File: src/rtl/srcu_pkg.sv
// shared types and constants for the sensor reading conversion unit
// no dependencies; imported by sensor_reading_conversion_unit and the testbench
package srcu_pkg;

	// fixed arithmetic constants
	localparam logic signed [11:0] TEMP_OFFSET = 12'sd397;
	localparam logic [11:0] RH_KNEE = 12'd1712;

	// reciprocals for division by constants (multiply, then shift)
	localparam logic [15:0] RECIP10 = 16'd52429;     // /10, shift 19
	localparam logic [12:0] RECIP80 = 13'd6554;      // /80, shift 19
	localparam logic [16:0] RECIP102 = 17'd41121;    // /102, shift 22
	localparam logic [16:0] RECIP51 = 17'd82242;     // /51, shift 22
	localparam logic [7:0] RECIP10_SMALL = 8'd205;   // /10 for small values, shift 11
	localparam logic [10:0] RECIP100 = 11'd1311;     // /100, shift 17
	localparam logic [15:0] RECIP43 = 16'd48771;     // /43, shift 21

	// divider geometry
	localparam int A_NW = 10;
	localparam int A_DW = 7;
	localparam int B_NW = 17;
	localparam int B_DW = 9;
	localparam int C_NW = 15;
	localparam int C_DW = 12;

	// data carried alongside the log divider
	typedef struct packed {
		logic signed [11:0] temp;
		logic [6:0] rh;
		logic lsmall;
		logic [6:0] lgs;
		logic signed [7:0] xadd;
		logic [16:0] an;
		logic [8:0] dn;
		logic qneg;
	} side_a_t;

	// data carried alongside the temperature term divider
	typedef struct packed {
		logic signed [11:0] temp;
		logic [6:0] rh;
		logic [8:0] kmag;
		logic qneg;
	} side_b_t;

	// data carried alongside the final divider
	typedef struct packed {
		logic signed [11:0] temp;
		logic [6:0] rh;
		logic signed [10:0] k2;
	} side_c_t;

endpackage

File: src/rtl/srcu_div.sv
// pipelined restoring unsigned divider, one quotient bit per stage
// standalone; side data travels with each request through the stages
module srcu_div #(
	parameter int NW = 10,
	parameter int DW = 7,
	parameter int SW = 8
) (
	input  logic          clk,
	input  logic          arst_n,
	input  logic          in_valid,
	input  logic [NW-1:0] num,
	input  logic [DW-1:0] den,
	input  logic [SW-1:0] side,
	output logic          out_valid,
	output logic [NW-1:0] quo,
	output logic [SW-1:0] out_side
);

	logic          v_s   [NW+1];
	logic [NW-1:0] num_s [NW+1];
	logic [DW-1:0] den_s [NW+1];
	logic [DW-1:0] rem_s [NW+1];
	logic [NW-1:0] quo_s [NW+1];
	logic [SW-1:0] side_s[NW+1];

	// stage zero is the incoming request
	always_comb begin
		v_s[0] = in_valid;
		num_s[0] = num;
		den_s[0] = den;
		rem_s[0] = '0;
		quo_s[0] = '0;
		side_s[0] = side;
	end

	// one compare and subtract per stage
	for (genvar k = 0; k < NW; k++) begin : g_stage
		logic [DW:0] trial;
		logic        fits;

		always_comb begin
			trial = {rem_s[k], num_s[k][NW-1-k]};
			fits = (trial >= {1'b0, den_s[k]});
		end

		always_ff @(posedge clk or negedge arst_n) begin
			if (!arst_n) begin
				v_s[k+1] <= 1'b0;
			end else begin
				v_s[k+1] <= v_s[k];
			end
		end

		always_ff @(posedge clk) begin
			num_s[k+1] <= num_s[k];
			den_s[k+1] <= den_s[k];
			side_s[k+1] <= side_s[k];
			rem_s[k+1] <= fits ? DW'(trial - {1'b0, den_s[k]}) : DW'(trial);
			quo_s[k+1] <= {quo_s[k][NW-2:0], fits};
		end
	end

	assign out_valid = v_s[NW];
	assign quo = quo_s[NW];
	assign out_side = side_s[NW];

endmodule

File: src/rtl/sensor_reading_conversion_unit.sv
// top level of the sensor reading conversion unit: temperature, humidity, dew point
// depends on srcu_pkg and srcu_div
//
// channel   | handshake        | payload
// request   | start / busy     | temperature_ticks, humidity_ticks
// result    | strobe           | temperature_tenths, humidity_percent, dew_point_value
//
// one request enters per cycle; busy is always low
// the pipeline is 12 arithmetic stages plus the three dividers (10, 17, 15 stages)
// the dew point chain of three dependent divisions sets the pipeline depth
// reset clears only the valid bits; results come one per request, in order, never held

module sensor_reading_conversion_unit (
	input  logic               clk,
	input  logic               arst_n,
	input  logic               start,
	output logic               busy,
	input  logic [13:0]        temperature_ticks,
	input  logic [11:0]        humidity_ticks,
	output logic               strobe,
	output logic signed [11:0] temperature_tenths,
	output logic [6:0]         humidity_percent,
	output logic signed [11:0] dew_point_value
);
	import srcu_pkg::*;

	assign busy = 1'b0;

	// stage 1: capture request
	logic        v_s1;
	logic [13:0] tt_s1;
	logic [11:0] th_s1;

	always_ff @(posedge clk or negedge arst_n) begin
		if (!arst_n) begin
			v_s1 <= 1'b0;
		end else begin
			v_s1 <= start;
		end
	end

	always_ff @(posedge clk) begin
		tt_s1 <= temperature_ticks;
		th_s1 <= humidity_ticks;
	end

	// stage 2: temperature ticks to tenths, humidity fit numerator
	logic               v_s2;
	logic signed [11:0] temp_s2;
	logic [15:0]        hnum_s2;
	logic               hseg_s2;
	logic [29:0]        tprod;
	logic signed [11:0] temp_c;
	logic               seg_c;
	logic [16:0]        n36;
	logic [15:0]        hnum_c;

	always_comb begin
		tprod = 30'(tt_s1) * 30'(RECIP10);
		temp_c = $signed({1'b0, tprod[29:19]}) - TEMP_OFFSET;
		seg_c = (th_s1 < RH_KNEE);
		n36 = 17'(th_s1) * 17'd36;
		if (seg_c) begin
			hnum_c = (n36 >= 17'd2048) ? 16'(n36 - 17'd2048) : 16'd0;
		end else begin
			hnum_c = 16'(17'(th_s1) * 17'd14 + 17'd5790);
		end
	end

	always_ff @(posedge clk or negedge arst_n) begin
		if (!arst_n) begin
			v_s2 <= 1'b0;
		end else begin
			v_s2 <= v_s1;
		end
	end

	always_ff @(posedge clk) begin
		temp_s2 <= temp_c;
		hnum_s2 <= hnum_c;
		hseg_s2 <= seg_c;
	end

	// stage 3: fit division and temperature over 80
	logic               v_s3;
	logic signed [11:0] temp_s3;
	logic [10:0]        rh0_s3;
	logic signed [5:0]  t80_s3;
	logic [16:0]        hrec;
	logic [32:0]        hprod;
	logic [10:0]        tabs3;
	logic [23:0]        p80;
	logic signed [5:0]  t80_c;

	always_comb begin
		hrec = hseg_s2 ? RECIP102 : RECIP51;
		hprod = 33'(hnum_s2) * 33'(hrec);
		tabs3 = temp_s2[11] ? 11'(-temp_s2) : 11'(temp_s2);
		p80 = 24'(tabs3) * 24'(RECIP80);
		t80_c = temp_s2[11] ? -$signed({1'b0, p80[23:19]}) : $signed({1'b0, p80[23:19]});
	end

	always_ff @(posedge clk or negedge arst_n) begin
		if (!arst_n) begin
			v_s3 <= 1'b0;
		end else begin
			v_s3 <= v_s2;
		end
	end

	always_ff @(posedge clk) begin
		temp_s3 <= temp_s2;
		rh0_s3 <= hprod[32:22];
		t80_s3 <= t80_c;
	end

	// stage 4: round to percent, force 100 above 98
	logic               v_s4;
	logic signed [11:0] temp_s4;
	logic [6:0]         rh1_s4;
	logic signed [5:0]  t80_s4;
	logic [26:0]        rprod;
	logic [7:0]         rr;

	always_comb begin
		rprod = 27'(12'(rh0_s3) + 12'd5) * 27'(RECIP10);
		rr = rprod[26:19];
	end

	always_ff @(posedge clk or negedge arst_n) begin
		if (!arst_n) begin
			v_s4 <= 1'b0;
		end else begin
			v_s4 <= v_s3;
		end
	end

	always_ff @(posedge clk) begin
		temp_s4 <= temp_s3;
		rh1_s4 <= (rr > 8'd98) ? 7'd100 : rr[6:0];
		t80_s4 <= t80_s3;
	end

	// stage 5: compensation with saturation, temperature over 10
	logic               v_s5;
	logic signed [11:0] temp_s5;
	logic [6:0]         rh_s5;
	logic [6:0]         ttabs_s5;
	logic               ttneg_s5;
	logic signed [8:0]  hs;
	logic [6:0]         rh_c;
	logic [10:0]        tabs5;
	logic [26:0]        p10;

	always_comb begin
		hs = $signed({2'b0, rh1_s4}) + {{3{t80_s4[5]}}, t80_s4} - 9'sd3;
		if (hs < 9'sd0) begin
			rh_c = 7'd0;
		end else if (hs > 9'sd100) begin
			rh_c = 7'd100;
		end else begin
			rh_c = hs[6:0];
		end
		tabs5 = temp_s4[11] ? 11'(-temp_s4) : 11'(temp_s4);
		p10 = 27'(tabs5) * 27'(RECIP10);
	end

	always_ff @(posedge clk or negedge arst_n) begin
		if (!arst_n) begin
			v_s5 <= 1'b0;
		end else begin
			v_s5 <= v_s4;
		end
	end

	always_ff @(posedge clk) begin
		temp_s5 <= temp_s4;
		rh_s5 <= rh_c;
		ttabs_s5 <= p10[25:19];
		ttneg_s5 <= temp_s4[11];
	end

	// stage 6: log terms that depend only on humidity, temperature term operands
	logic               v_s6;
	side_a_t            sa_s6;
	logic [9:0]         x19;
	logic [16:0]        p19;
	logic [12:0]        x67;
	logic [23:0]        p67;
	logic signed [7:0]  xadd_c;
	logic               mid;

	always_comb begin
		x19 = 10'(rh_s5) * 10'd19;
		p19 = 17'(x19) * 17'(RECIP10_SMALL);
		x67 = 13'(rh_s5) * 13'd67;
		p67 = 24'(x67) * 24'(RECIP100);
		mid = (rh_s5 > 7'd51) && (rh_s5 < 7'd81);
		if (rh_s5 < 7'd31) begin
			xadd_c = $signed({2'b0, p19[16:11]}) - 8'sd4;
		end else begin
			xadd_c = $signed({1'b0, p67[23:17]}) + (mid ? 8'sd42 : 8'sd39);
		end
	end

	always_ff @(posedge clk or negedge arst_n) begin
		if (!arst_n) begin
			v_s6 <= 1'b0;
		end else begin
			v_s6 <= v_s5;
		end
	end

	always_ff @(posedge clk) begin
		sa_s6.temp <= temp_s5;
		sa_s6.rh <= rh_s5;
		sa_s6.lsmall <= (rh_s5 < 7'd8);
		sa_s6.lgs <= (rh_s5 == 7'd1) ? 7'd0 : (rh_s5 * 7'd11 + 7'd11);
		sa_s6.xadd <= xadd_c;
		sa_s6.an <= 17'(ttabs_s5) * 17'd881;
		sa_s6.dn <= ttneg_s5 ? (9'd243 - 9'(ttabs_s5)) : (9'd243 + 9'(ttabs_s5));
		sa_s6.qneg <= ttneg_s5;
	end

	// divider a: 980 over humidity
	logic            va;
	logic [A_NW-1:0] qa;
	side_a_t         sa;

	srcu_div #(
		.NW(A_NW),
		.DW(A_DW),
		.SW($bits(side_a_t))
	) u_div_a (
		.clk      (clk),
		.arst_n   (arst_n),
		.in_valid (v_s6),
		.num      (A_NW'(980)),
		.den      (sa_s6.rh),
		.side     (sa_s6),
		.out_valid(va),
		.quo      (qa),
		.out_side (sa)
	);

	// stage 7: finish the log approximation
	logic               v_s7;
	logic [7:0]         lg_s7;
	side_a_t            sa_s7;
	logic [9:0]         d980;
	logic [17:0]        plg;
	logic signed [8:0]  lgsum;
	logic [7:0]         lg_c;

	always_comb begin
		d980 = 10'd980 - qa;
		plg = 18'(d980) * 18'(RECIP10_SMALL);
		lgsum = $signed({2'b0, plg[17:11]}) + {sa.xadd[7], sa.xadd};
		if (sa.lsmall) begin
			lg_c = {1'b0, sa.lgs};
		end else if (lgsum > 9'sd200) begin
			lg_c = 8'd200;
		end else begin
			lg_c = lgsum[7:0];
		end
	end

	always_ff @(posedge clk or negedge arst_n) begin
		if (!arst_n) begin
			v_s7 <= 1'b0;
		end else begin
			v_s7 <= va;
		end
	end

	always_ff @(posedge clk) begin
		lg_s7 <= lg_c;
		sa_s7 <= sa;
	end

	// stage 8: numerator of the division by 43, magnitude form
	logic        v_s8;
	logic [14:0] num43_s8;
	side_a_t     sa_s8;

	always_ff @(posedge clk or negedge arst_n) begin
		if (!arst_n) begin
			v_s8 <= 1'b0;
		end else begin
			v_s8 <= v_s7;
		end
	end

	always_ff @(posedge clk) begin
		num43_s8 <= 15'd20000 - 15'(lg_s7) * 15'd100;
		sa_s8 <= sa_s7;
	end

	// stage 9: divide by 43
	logic        v_s9;
	side_a_t     sa_s9;
	logic [8:0]  kmag_s9;
	side_b_t     sb_c;
	logic [30:0] p43;

	always_comb begin
		p43 = 31'(num43_s8) * 31'(RECIP43);
		sb_c.temp = sa_s9.temp;
		sb_c.rh = sa_s9.rh;
		sb_c.kmag = kmag_s9;
		sb_c.qneg = sa_s9.qneg;
	end

	always_ff @(posedge clk or negedge arst_n) begin
		if (!arst_n) begin
			v_s9 <= 1'b0;
		end else begin
			v_s9 <= v_s8;
		end
	end

	always_ff @(posedge clk) begin
		kmag_s9 <= p43[29:21];
		sa_s9 <= sa_s8;
	end

	// divider b: temperature term 881*t over 243+t
	logic            vb;
	logic [B_NW-1:0] qb;
	side_b_t         sb;

	srcu_div #(
		.NW(B_NW),
		.DW(B_DW),
		.SW($bits(side_b_t))
	) u_div_b (
		.clk      (clk),
		.arst_n   (arst_n),
		.in_valid (v_s9),
		.num      (sa_s9.an),
		.den      (sa_s9.dn),
		.side     (sb_c),
		.out_valid(vb),
		.quo      (qb),
		.out_side (sb)
	);

	// stage 10: combine log and temperature terms
	logic               v_s10;
	side_c_t            sc_s10;
	logic [11:0]        d_s10;
	logic signed [9:0]  qs;
	logic signed [10:0] k2_c;

	always_comb begin
		qs = sb.qneg ? -$signed({1'b0, qb[8:0]}) : $signed({1'b0, qb[8:0]});
		k2_c = $signed({qs, 1'b0}) - $signed({2'b0, sb.kmag});
	end

	always_ff @(posedge clk or negedge arst_n) begin
		if (!arst_n) begin
			v_s10 <= 1'b0;
		end else begin
			v_s10 <= vb;
		end
	end

	always_ff @(posedge clk) begin
		sc_s10.temp <= sb.temp;
		sc_s10.rh <= sb.rh;
		sc_s10.k2 <= k2_c;
		d_s10 <= 12'd1762 - {k2_c[10], k2_c};
	end

	// divider c: 24310 over 1762 - k
	logic            vc;
	logic [C_NW-1:0] qc;
	side_c_t         sc;

	srcu_div #(
		.NW(C_NW),
		.DW(C_DW),
		.SW($bits(side_c_t))
	) u_div_c (
		.clk      (clk),
		.arst_n   (arst_n),
		.in_valid (v_s10),
		.num      (C_NW'(24310)),
		.den      (d_s10),
		.side     (sc_s10),
		.out_valid(vc),
		.quo      (qc),
		.out_side (sc)
	);

	// stage 11: product with k, sign and magnitude
	logic               v_s11;
	logic [13:0]        pabs_s11;
	logic               pneg_s11;
	logic signed [11:0] temp_s11;
	logic [6:0]         rh_s11;
	logic signed [16:0] pk;
	logic signed [16:0] pkabs;

	always_comb begin
		pk = 17'($signed({1'b0, qc[4:0]})) * 17'(sc.k2);
		pkabs = pk[16] ? -pk : pk;
	end

	always_ff @(posedge clk or negedge arst_n) begin
		if (!arst_n) begin
			v_s11 <= 1'b0;
		end else begin
			v_s11 <= vc;
		end
	end

	always_ff @(posedge clk) begin
		pabs_s11 <= pkabs[13:0];
		pneg_s11 <= pk[16];
		temp_s11 <= sc.temp;
		rh_s11 <= sc.rh;
	end

	// stage 12: round away from zero, divide by 10, result register
	logic        v_s12;
	logic [29:0] pdp;
	logic [10:0] mdp;

	always_comb begin
		pdp = 30'(pabs_s11 + 14'd51) * 30'(RECIP10);
		mdp = pdp[29:19];
	end

	always_ff @(posedge clk or negedge arst_n) begin
		if (!arst_n) begin
			v_s12 <= 1'b0;
		end else begin
			v_s12 <= v_s11;
		end
	end

	always_ff @(posedge clk) begin
		temperature_tenths <= temp_s11;
		humidity_percent <= rh_s11;
		dew_point_value <= pneg_s11 ? -$signed({1'b0, mdp}) : $signed({1'b0, mdp});
	end

	assign strobe = v_s12;

`ifndef SYNTH
	a_no_busy: assert property (@(posedge clk) disable iff (!arst_n) !busy)
		else $error("busy raised");
	a_rh_range: assert property (@(posedge clk) disable iff (!arst_n)
		strobe |-> humidity_percent <= 7'd100)
		else $error("humidity out of range");
	a_temp_range: assert property (@(posedge clk) disable iff (!arst_n)
		strobe |-> (temperature_tenths >= -12'sd397 && temperature_tenths <= 12'sd1241))
		else $error("temperature out of range");
	a_dew_range: assert property (@(posedge clk) disable iff (!arst_n)
		strobe |-> (dew_point_value >= -12'sd1000 && dew_point_value <= 12'sd1500))
		else $error("dew point out of range");
`endif

endmodule

File: config.mk
export PLATFORM = sky130hd
export DESIGN_NAME = sensor_reading_conversion_unit
export DESIGN_NICKNAME = d
export VERILOG_FILES = /design/src/rtl/srcu_pkg.sv /design/src/rtl/srcu_div.sv /design/src/rtl/sensor_reading_conversion_unit.sv
export SDC_FILE = /design/constraint.sdc
export NUM_CORES = 2
export LEC_CHECK = 0
export BUFFER_PORTS_ARGS = -buffer_cell sky130_fd_sc_hd__buf_2
export CORE_MARGIN = 8
export CORE_UTILIZATION = 57
export DETAILED_ROUTE_END_ITERATION = 12
export MAX_ROUTING_LAYER = met4
export PLACE_DENSITY = 0.74
export SYNTH_ARGS = -nofsm -noshare
export SYNTH_HDL_FRONTEND = slang
export SYNTH_SLANG_ARGS = --single-unit
File: constraint.sdc
create_clock -name clk -period 8.1 [get_ports clk]
set_clock_uncertainty 0.1 [all_clocks]
set_input_delay 0.81 -clock clk [delete_from_list [all_inputs] [get_ports clk]]
set_output_delay 0.81 -clock clk [all_outputs]
set_load 0.005 [all_outputs]
==> reports/qor_table.md <==
| Quantity | This run | Unit |
|---|---|---|
| Net count of the finished layout | 12.1k | - |
| Number of filler instances in the final layout | 15.0k | - |
| Area share of the largest cell type after synthesis | 0.513 | - |
| Relative slew margins | 0.172 | - |
| TritonCTS buffer count | 301 | - |
| Final hold violations | 0 | - |
| Final Cycle Share | 0.954 | - |
| Number of placement rows | 164 | - |
| 1st-pass router iterations | 5 | - |
| Data required time at the worst endpoint | 8770 | ps |
| Layout-stage area growth over the synthesis result | 12.3 | % |
| Type of the worst setup path | reg -> reg | - |
| First-pass GRT wire length | 313000 | um |
| Proportion of synthesized chip area in sequential cells | 0.525 | - |
| Highest fanout seen on the critical path | 3 | - |
| Inst Count DP | 12.4k | - |
| Post-Layout Cell Count | 13.0k | - |
| Detailed Route Iter0 Violations | 2691 | - |
| Die area | 0.215 | sq mm |
| Most frequent cell on the critical path | sky130_fd_sc_hd__ha_1 | - |
| Buffers on Ports | 60 | - |
| Post-synthesis cell type count | 80 | - |
| Bufs and invs on worst path | 5 | - |
| Initial antenna violation count | 1 | - |
| Post-synth top flop | sky130_fd_sc_hd__dfxtp_1 | - |
| Actual slew at the worst max-slew pin | 1240 | ps |
| Clock insertion delay at the later pin of the skew report | 900 | ps |
| Minimum clock period | 7730 | ps |
| Clock buffer depth | 4 | - |
| Sink Count | 2980 | - |
| DR vias/cell | 4.92 | - |
| Final worst setup slack | 372 | ps |
| Number of maximum-capacitance constraint violations | 0 | - |
| Global-route usage over all layers | 0.174 | - |
| Via count of the first global-routing pass | 67.8k | - |
| Critical path's slowest cell | sky130_fd_sc_hd__fa_1 | - |
| Met2 capacity usage during global routing | 0.305 | - |
| Proportion of synthesized flip-flops having asynchronous set or reset | 0.0181 | - |
| Core area | 0.199 | sq mm |
| Final wirelength | 181000 | um |
| Cell type with the highest aggregate area in the netlist | sky130_fd_sc_hd__dfxtp_1 | - |
| Remaining antenna violation count after routing | 0 | - |
| Hold Worst Slack | 175 | ps |
| Critical Path Sink Type | flop | - |
| Worst path top cell family by delay | adder cells | - |
| Outcome | finished clean | - |
| Worst EP arrival | 8400 | ps |
| Mean post-synth cell area | 11.8 | sq um |
| Die Span X | 464 | um |
| Vias after detailed routing | 63.8k | - |
| Top cells by area in the synthesized netlist | sky130_fd_sc_hd__dfxtp_1 (51%), sky130_fd_sc_hd__ha_1 (16%), sky130_fd_sc_hd__fa_1 (9.1%) | - |
| Sort of element at the start of the critical path | flop | - |
| Leading cell type in the layout, fill and taps excluded | sky130_fd_sc_hd__dfxtp_1 | - |
| Maximum number of pins on one net before global-route repair | 55 | - |
| Number of enable-type register cells in the synthesized netlist | 0 | - |
| Highest-count cells in the layout ignoring fill and taps | sky130_fd_sc_hd__dfxtp_1 (2924), sky130_fd_sc_hd__ha_1 (1422), sky130_fd_sc_hd__inv_1 (1366) | - |
| Share of cells above drive strength 1 | 0.0678 | - |
| # H-tree levels | 5 | - |
| Clock tree from TritonCTS | done | - |
| Overall overflow remaining after global route | 0 | - |
| Starting density of the core | 0.573 | - |
| Met1 usage | 0.204 | - |
| Final number of max-transition violations | 0 | - |
| Sum of negative setup slack | 0 | ps |
| Largest stage delay on the critical path | 550 | ps |
| Post-synthesis cell count | 9707 | - |
| Worst min-delay path class | reg -> reg | - |
| RD Place Congestion | 0.866 | - |
| Buffer cell driving the clock tree root | sky130_fd_sc_hd__clkbuf_16 | - |
| Worst setup slack after placement | 86.0 | ps |
| Routed wire per std cell | 14.0 | um |
| Number of DRC violations after detailed routing | 0 | - |
| Die Ht | 464 | um |
| Detailed-placement wirelength estimate | 136000 | um |
| Count of synthesis-stage warnings from yosys | 0 | - |
| Met3 Resource Use GR | 0.0303 | - |
| Count of boundary I/O pins | 62 | - |
| Synthesis-stage register bit count | 2980 | - |
| Post-synth design cell area | 0.114 | sq mm |
| Highest-utilization routing layer at the global route stage | met2 | - |
| # setup viols final | 0 | - |
| FMAX | 129 | MHz |
| Setup repair after global routing missed its margin | yes | - |
| Clock transition at the registers of the reported paths | 60 | ps |
-- path summary, 6_finish.rpt --
kind	to	slack [ps]	from	depth (start not counted)
setup / recovery	sa_s6[32]	370	rh_s5[2]	36
hold / removal	u_div_b.side_s[279]	170	u_div_b.side_s[308]	0
setup reg to reg	sa_s6[32]	370	rh_s5[2]	36
hold reg to reg	u_div_b.side_s[279]	170	u_div_b.side_s[308]	0
max in group asynchronous	v_s1	6590	arst_n	2
min in group asynchronous	u_div_c.v_s[5]	550	arst_n	2
-- metrics by stage --
step	cell area [sq um]	utilization
6_report	128000	0.643
5_1_grt	128000	0.643
4_1_cts	128000	0.642
3_5_place_dp	118000	0.592
3_3_place_gp	118000	0.592
2_1_floorplan	114000	-
-- cells by family (layout without fill, tap and decap cells) --
group / after synthesis / after routing / share of synthesized area
fa+ha+maj: 1942 / 1942 / 0.247
compound gates: 1244 / 1244 / 0.0689
simple gates: 1457 / 1457 / 0.0619
xor+xnor: 536 / 536 / 0.0412
mux: 93 / 93 / 0.00880
buf+inv: 1453 / 2035 / 0.0478
flops: 2980 / 2980 / 0.525
other cells: 2 / 24 / 0.0000657
-- flip-flops by register name, summed over array words and instances (netlist names), 15 cells and up --
| register | cells |
|---|---|
| hnum_s2 | 15 |
| sa_s6 | 61 |
| sa_s7 | 45 |
| sa_s8 | 45 |
| sa_s9 | 45 |
| sc_s10 | 30 |
| u_div_a.den_s | 42 |
| u_div_a.g_stage.trial | 63 |
| u_div_a.out_side | 61 |
| u_div_a.quo_s | 45 |
| u_div_a.side_s | 507 |
| u_div_b.den_s | 144 |
| u_div_b.g_stage.trial | 160 |
| u_div_b.num_s | 120 |
| u_div_b.out_side | 28 |
| u_div_b.quo_s | 36 |
| u_div_b.side_s | 448 |
| u_div_b.v_s | 16 |
| u_div_c.den_s | 165 |
| u_div_c.g_stage.trial | 168 |
| u_div_c.out_side | 30 |
| u_div_c.side_s | 409 |
-- cell usage after synthesis (12+ instances only) --
cell                        number
sky130_fd_sc_hd__nor2_1        416
sky130_fd_sc_hd__fa_1          520
sky130_fd_sc_hd__a21boi_0       53
sky130_fd_sc_hd__o21ai_0       299
sky130_fd_sc_hd__nand2_1       359
sky130_fd_sc_hd__dfrtp_1        54
sky130_fd_sc_hd__or3_1          14
sky130_fd_sc_hd__nor2b_1       124
sky130_fd_sc_hd__xnor2_1       360
sky130_fd_sc_hd__and3_1         34
sky130_fd_sc_hd__o22ai_1        12
sky130_fd_sc_hd__nand3_1        74
sky130_fd_sc_hd__a21o_1        197
sky130_fd_sc_hd__or4_1          12
sky130_fd_sc_hd__a41oi_1        14
sky130_fd_sc_hd__o21bai_1       36
sky130_fd_sc_hd__a211oi_1       39
sky130_fd_sc_hd__nor3_1         68
sky130_fd_sc_hd__xor2_1        175
sky130_fd_sc_hd__o31ai_1        72
sky130_fd_sc_hd__clkbuf_1       81
sky130_fd_sc_hd__a2111oi_0      19
sky130_fd_sc_hd__nor4_1         13
sky130_fd_sc_hd__mux2i_1        33
sky130_fd_sc_hd__o21a_1         27
sky130_fd_sc_hd__nand2b_1      130
sky130_fd_sc_hd__mux2_2         60
sky130_fd_sc_hd__nand4_1        89
sky130_fd_sc_hd__ha_1         1422
sky130_fd_sc_hd__a21oi_1       356
sky130_fd_sc_hd__inv_1        1367
sky130_fd_sc_hd__a31oi_1        25
sky130_fd_sc_hd__dfxtp_1      2926
sky130_fd_sc_hd__or2_2          24
sky130_fd_sc_hd__and2_1         68
-- area by class of cell --
class | instances | area, sq um | share of cell area
inverter | 1367 | 5130 | 0.0400
tap | 2656 | 3320 | 0.0259
multi-input combinational | 5294 | 49100 | 0.382
clock inverter | 111 | 1380 | 0.0107
timing repair buffer | 149 | 1040 | 0.00810
antenna | 2 | 5.00 | 0.0000390
sequential | 2980 | 59900 | 0.467
clock buffer | 408 | 8420 | 0.0656
-- metal layers --
metal,wire (um),part of all wire,vias to the layer above
met5,0,0,-
met4,4990,0.028,0
met3,6000,0.033,358
met2,90700,0.50,758
met1,79800,0.44,30200
li1,-,-,32500
-- repair_timing --
action                     4_1_cts  5_1_grt
hold endpoints to repair        59        0
setup endpoints to repair        0       11
hold buffers                    28        0
setup buffers                    0        4
gates resized for setup          0       30
Power is left out: the tool's default activity adds up to more than one toggle a clock period on the data nets, which glitch-free logic cannot reach.
